<file path="src/rtl/cseu_ram.sv">
// Generic single-port synchronous RAM with registered read.
// No dependencies.
`timescale 1ns / 1ps

module cseu_ram #(
    parameter int unsigned Width = 8,
    parameter int unsigned Depth = 256
) (
    input  logic                     i_clk,
    input  logic                     i_we,
    input  logic [$clog2(Depth)-1:0] i_addr,
    input  logic [Width-1:0]         i_wdata,
    output logic [Width-1:0]         o_rdata
);
    logic [Width-1:0] r_mem [Depth];

    always_ff @(posedge i_clk) begin
        if (i_we) r_mem[i_addr] <= i_wdata;
        o_rdata <= r_mem[i_addr];
    end
endmodule

</file>
<file path="config.mk">
export PLATFORM = sky130hd
export DESIGN_NAME = cseu_ram
export DESIGN_NICKNAME = d
export VERILOG_FILES = /design/src/rtl/cseu_ram.sv
export SDC_FILE = /design/constraint.sdc
export NUM_CORES = 2
export LEC_CHECK = 0
export ABC_CLOCK_PERIOD_IN_PS = 3000
export BUFFER_PORTS_ARGS = -buffer_cell sky130_fd_sc_hd__clkbuf_2
export CAP_MARGIN = 5
export CELL_PAD_IN_SITES_DETAIL_PLACEMENT = 0
export CELL_PAD_IN_SITES_GLOBAL_PLACEMENT = 1
export CORE_ASPECT_RATIO = 0.5
export CORE_MARGIN = 4
export CORE_UTILIZATION = 56
export CTS_CLUSTER_DIAMETER = 80
export DETAILED_ROUTE_END_ITERATION = 7
export GPL_ROUTABILITY_DRIVEN = 1
export PLACE_DENSITY = 0.85
export RECOVER_POWER = 100
export SLEW_MARGIN = 20
export SYNTH_ARGS = -nofsm -noshare
export SYNTH_HDL_FRONTEND = slang
export SYNTH_SLANG_ARGS = --single-unit
</file>
<file path="constraint.sdc">
create_clock -name i_clk -period 3 [get_ports i_clk]
set_input_delay 0.3 -clock i_clk [delete_from_list [all_inputs] [get_ports i_clk]]
set_output_delay 0.3 -clock i_clk [all_outputs]
set_load 0.005 [all_outputs]
</file>
# --- After elaboration in Yosys (flattened, before gate mapping) ---
# Memory sizes are Yosys's and may differ from the RTL's. A register that Yosys moved wholly into a read port is not among the register bits.
# Index checks and enable logic that the tools add are counted.
op_classes:
  n_addsub: 0
  n_reduce_logical: 0
  eq_ne: 0
  mul: 0
  shift: 0
  order_cmp: 0
  bitwise: 0
  div: 0
  muxes: 2
ops:
  columns: ["op", "n"]
  rows:
  - ["$mux 1", 2]
totals:
  ramBits: 2048
  ff_bits: 0
  input_bits: 18
  out_inout_bits: 8
  memories: 1
  romBits: 0
  latchBits: 0
memory_table:
  columns: ["memory", "words", "word_bits", "rd", "rd_clocked_by_memory_dff", "wr", "line", "source"]
  rows:
  - ["r_mem", 256, 8, 1, 1, 1, "15", "logic [Width-1:0] r_mem [Depth];"]

# --- Depth between registers and ports, before layout ---
depth:
  depth_word: 2
  mapped_depth: 10
  ltp_nobuf: 5

# --- Worst setup path before layout ---
# Ideal clock, no wire load.
synth_path:
  kind: "input port to flip-flop"
  startpoint: "input i_addr[1]"
  endpoint: "memory r_mem[111][0], enable pin"
  t_arrival_ns: 2.149
  required_time_ns: 2.630
  setup_ns: 0.370
  slack_ns: 0.481
  path_stages: 9
  path_cell_list: "buf_2 > clkbuf_1 > clkbuf_1 > nand2_1 > buf_2 > nor2_1 > nand2_1 > clkbuf_1 > nor2_1"
synth_lines:
  columns: ["item", "line", "source"]
  rows:
  - ["start, declared", "11", "input logic [$clog2(Depth)-1:0] i_addr,"]
  - ["end, declared", "15", null]
# No word-level cell before the write port.

# --- Worst setup path after layout ---
layout_path:
  startpoint: "input i_addr[1]"
  endpoint: "memory r_mem[25][4], enable pin"
# No word-level cell before the write port.

==> results.py <==
metrics = {
    "global_routing": {
        "grt_max_degree": 129,
        "antenna_found_initial": 11,
        "grt_pass1_wl_um": 283000,
        "grt_pass1_vias": 40700,
        "track_usage_pct": 26.6,
        "gr-total-overflow": 0,
    },
    "worst_setup_path": {
        "cp.arrival_ps": 3440,
        "critPathKind": "in -> reg",
        "endpoint_kind": "flip-flop",
        "cp_num_buf_inv": 5,
        "required_ps": 3520,
        "worstPathMaxFanout": 45,
        "slowest_delay_ps": 1150,
        "path_cells": "buf_8 > buf_12 > nand2b_1 > nor2_1 > clkbuf_1 > nand2_1 > clkbuf_1 > nor2_1 > clkbuf_2",
        "startpoint_type": "input port",
        "critPathSlowestCell": "clkbuf_1",
        "path_delay_family": "buffers and inverters",
    },
    "cts": {
        "cts_resized": 0,
        "cts_sinks": 2056,
        "cts_made_buffers": 168,
        "h-tree-depth": 4,
        "post_cts_buffers": 0,
        "root_buffer": "clkbuf_16",
        "clkLatencyLatePin_ps": 790,
        "clk_pin_slew_ps": 70,
        "cts_tree": "yes",
        "clockBufferDepth": 3,
    },
    "floorplan": {
        "io_pins": 26,
        "num_rows": 96,
        "core_um2": 138000,
        "die-area_um2": 147000,
        "dieHeight_um": 273,
        "start_util_pct": 56.8,
        "die_x_um": 537,
    },
    "sta": {
        "rsz0062_at_grt": "false",
        "tightestPinTransition_ps": 3120,
        "setup_viol": 0,
        "fin_crit_ps": 2910,
        "whs_ps": 208,
        "setup_tns_ps": 0,
        "hold_violations": 0,
        "post-route-period-util_pct": 97.1,
        "slew_violations": 860,
        "timing.fmax_mhz": 343,
        "clock_skew_ps": 20.4,
        "slew_headroom_pct": -108,
    },
    "route": {
        "wl_per_cell_um": 31.7,
        "drtAntennaViolNets": 0,
        "dr.pass1.iters": 7,
        "drt-vias-per-instance": 6.69,
        "initialDrtViolationCount": 6269,
        "drc_errors": 0,
        "vias": 40500,
        "wirelength_um": 192000,
    },
    "yosys": {
        "synth_top_area_share_pct": 78.3,
        "synthSimpleGateAreaFrac_pct": 1.73,
        "synth.area.top_cells": "edfxtp_1, mux4_2, a22oi_1, nor2_1, a21oi_1",
        "synth_top_cell_by_area": "edfxtp_1",
        "synth.net_count": 3565,
        "syn_inst": 3547,
        "synth_adder_area_share_pct": 0,
        "synth.yosys.warnings": 0,
        "ys_seq_area_share_pct": 78.6,
        "synth_mux_area_share_pct": 14.7,
        "ys_seq_elements": 2056,
        "synth_compound_area_share_pct": 3.62,
        "synth.avg_cell_area_um2": 22.1,
        "yosys.area_share.xor_xnor_pct": 0,
        "synth_cell_types": 22,
        "synth_top_family_by_area": "multiplexers",
        "syn_area_um2": 78500,
    },
    "pwr": {
        "ir_worst_vdd_uv": 421,
        "switching_power_mw": 11.8,
        "p_seq_share_pct": 56.4,
        "total_leakage_power_nw": 27.0,
        "p_sw_share_pct": 20.9,
        "intPower_mw": 44.5,
        "powerDensity_nw_per_um2": 634,
        "power_frac_clock_pct": 38.6,
        "combPwrFrac_pct": 5.0,
    },
    "place": {
        "dpl.hpwl_um": 118000,
        "placed_cells": 5738,
        "postPlaceCellArea_um2": 84700,
        "portBuffers": 25,
        "gp_congestion": 0.881,
    },
    "finish": {
        "fin_nets": 4066,
        "stdcell_area_um2": 88700,
        "stdcell_count": 6056,
        "synthToLayoutAreaGrowth_pct": 13.0,
        "drive_gt1_share_pct": 24.1,
    },
    "outcome": {
        "status": "finished with violations",
        "violations": "max-capacitance violations, max-slew violations",
    },
    "job": {
        "maxCapViolations": 12,
    },
    "hold_path": {
        "hp-class": "in -> reg",
    },
}
==> what timing repair did <==
action,CTS,global route
hold buffers,2,0
setup endpoints to repair,0,0
hold endpoints to repair,57,0
==> Yosys cell counts, drive strengths merged <==
library cell	instances
nor2b	7
o41ai	32
nand4	8
dfxtp	8
or3	1
a21oi	128
inv	1
nand2	28
or2	2
nor2	232
a22oi	256
clkbuf	145
mux4	512
and2	3
buf	87
edfxtp	2048
nand2b	6
nor3	30
nand3	13
==> cell usage in the layout (no fill, tap or decap), drive strengths merged <==
master	Yosys	layout
edfxtp	2048	2048
clkbuf	145	581
mux4	512	512
a22oi	256	256
nor2	232	232
buf	87	197
a21oi	128	128
clkinv	0	70
o41ai	32	32
nor3	30	30
nand2	28	28
nand3	13	13
bufinv	0	13
nand4	8	8
dfxtp	8	8
nor2b	7	7
diode	0	6
nand2b	6	6
inv	1	6
clkinvlp	0	5
and2	3	3
or2	2	2
dlygate4sd3	0	2
or3	1	1
==> power groups by stage <==
stage,registers [mW],clock network [mW],logic (mW)
after floorplan,32.3,0,1.41
after global placement,32.3,0,2.75
after detailed placement,32.3,0,2.83
after CTS,31.7,21.9,2.85
after global routing,31.7,23.3,2.96
final,31.7,21.7,2.82
==> worst register-to-register path: cells and delay by family, from the launching register on <==
family          cells  cell delay (ps)
compound gates      3             1490
buf+inv             1              240
flops               1              400
mux                 1              480
simple gates        1              100
==> metal layers <==
metal	track usage [%]	wire length, um	vias up
met4	9.51	7010	12
li1	-	-	16100
met3	6.69	23700	398
met1	38.2	70600	21200
met5	0	72	-
met2	40.4	90300	2859
==> kinds of logic after synthesis <==
group / count (synthesis)
buffers and inverters: 233
AND/OR/NAND/NOR: 330
AO/OA/AOI/OAI: 416
multiplexers: 512
flip-flops: 2056
==> worst paths after layout <==
check                      from           end  slack [ps]  depth (start not counted)
setup / recovery      i_addr[1]  r_mem[25][4]          90                          9
hold / removal        i_addr[6]    o_rdata[1]         210                          5
setup reg to reg  r_mem[168][2]    o_rdata[2]         170                          6
hold reg to reg     r_mem[6][1]    o_rdata[1]         960                          5
==> registers in the layout, summed over array words and instances, names as in the netlist <==
register,cells
r_mem,2048
o_rdata,8
==> final cells by class <==
class                      instances  area (um^2)
antenna                            6         15.0
sequential                      2056        61700
fill                            8908        49400
clock buffer                     217         4510
timing repair buffer             563         3580
tap                             1862         2330
clock inverter                    93          828
multi-input combinational       1258        15800
inverter                           1         3.75
==> per-stage QoR <==
step | setup slack, ps | total power, mW | util, %
floorplan | 481 | 33.7 | -
global placement | -690 | 35.1 | 61.3
detailed placement | -627 | 35.1 | 61.3
CTS | 131 | 56.5 | 65.2
global route | 69.2 | 58.0 | 64.2
finish | 87.6 | 56.3 | 64.2
Note: power is estimated with default switching activity, not from simulation.
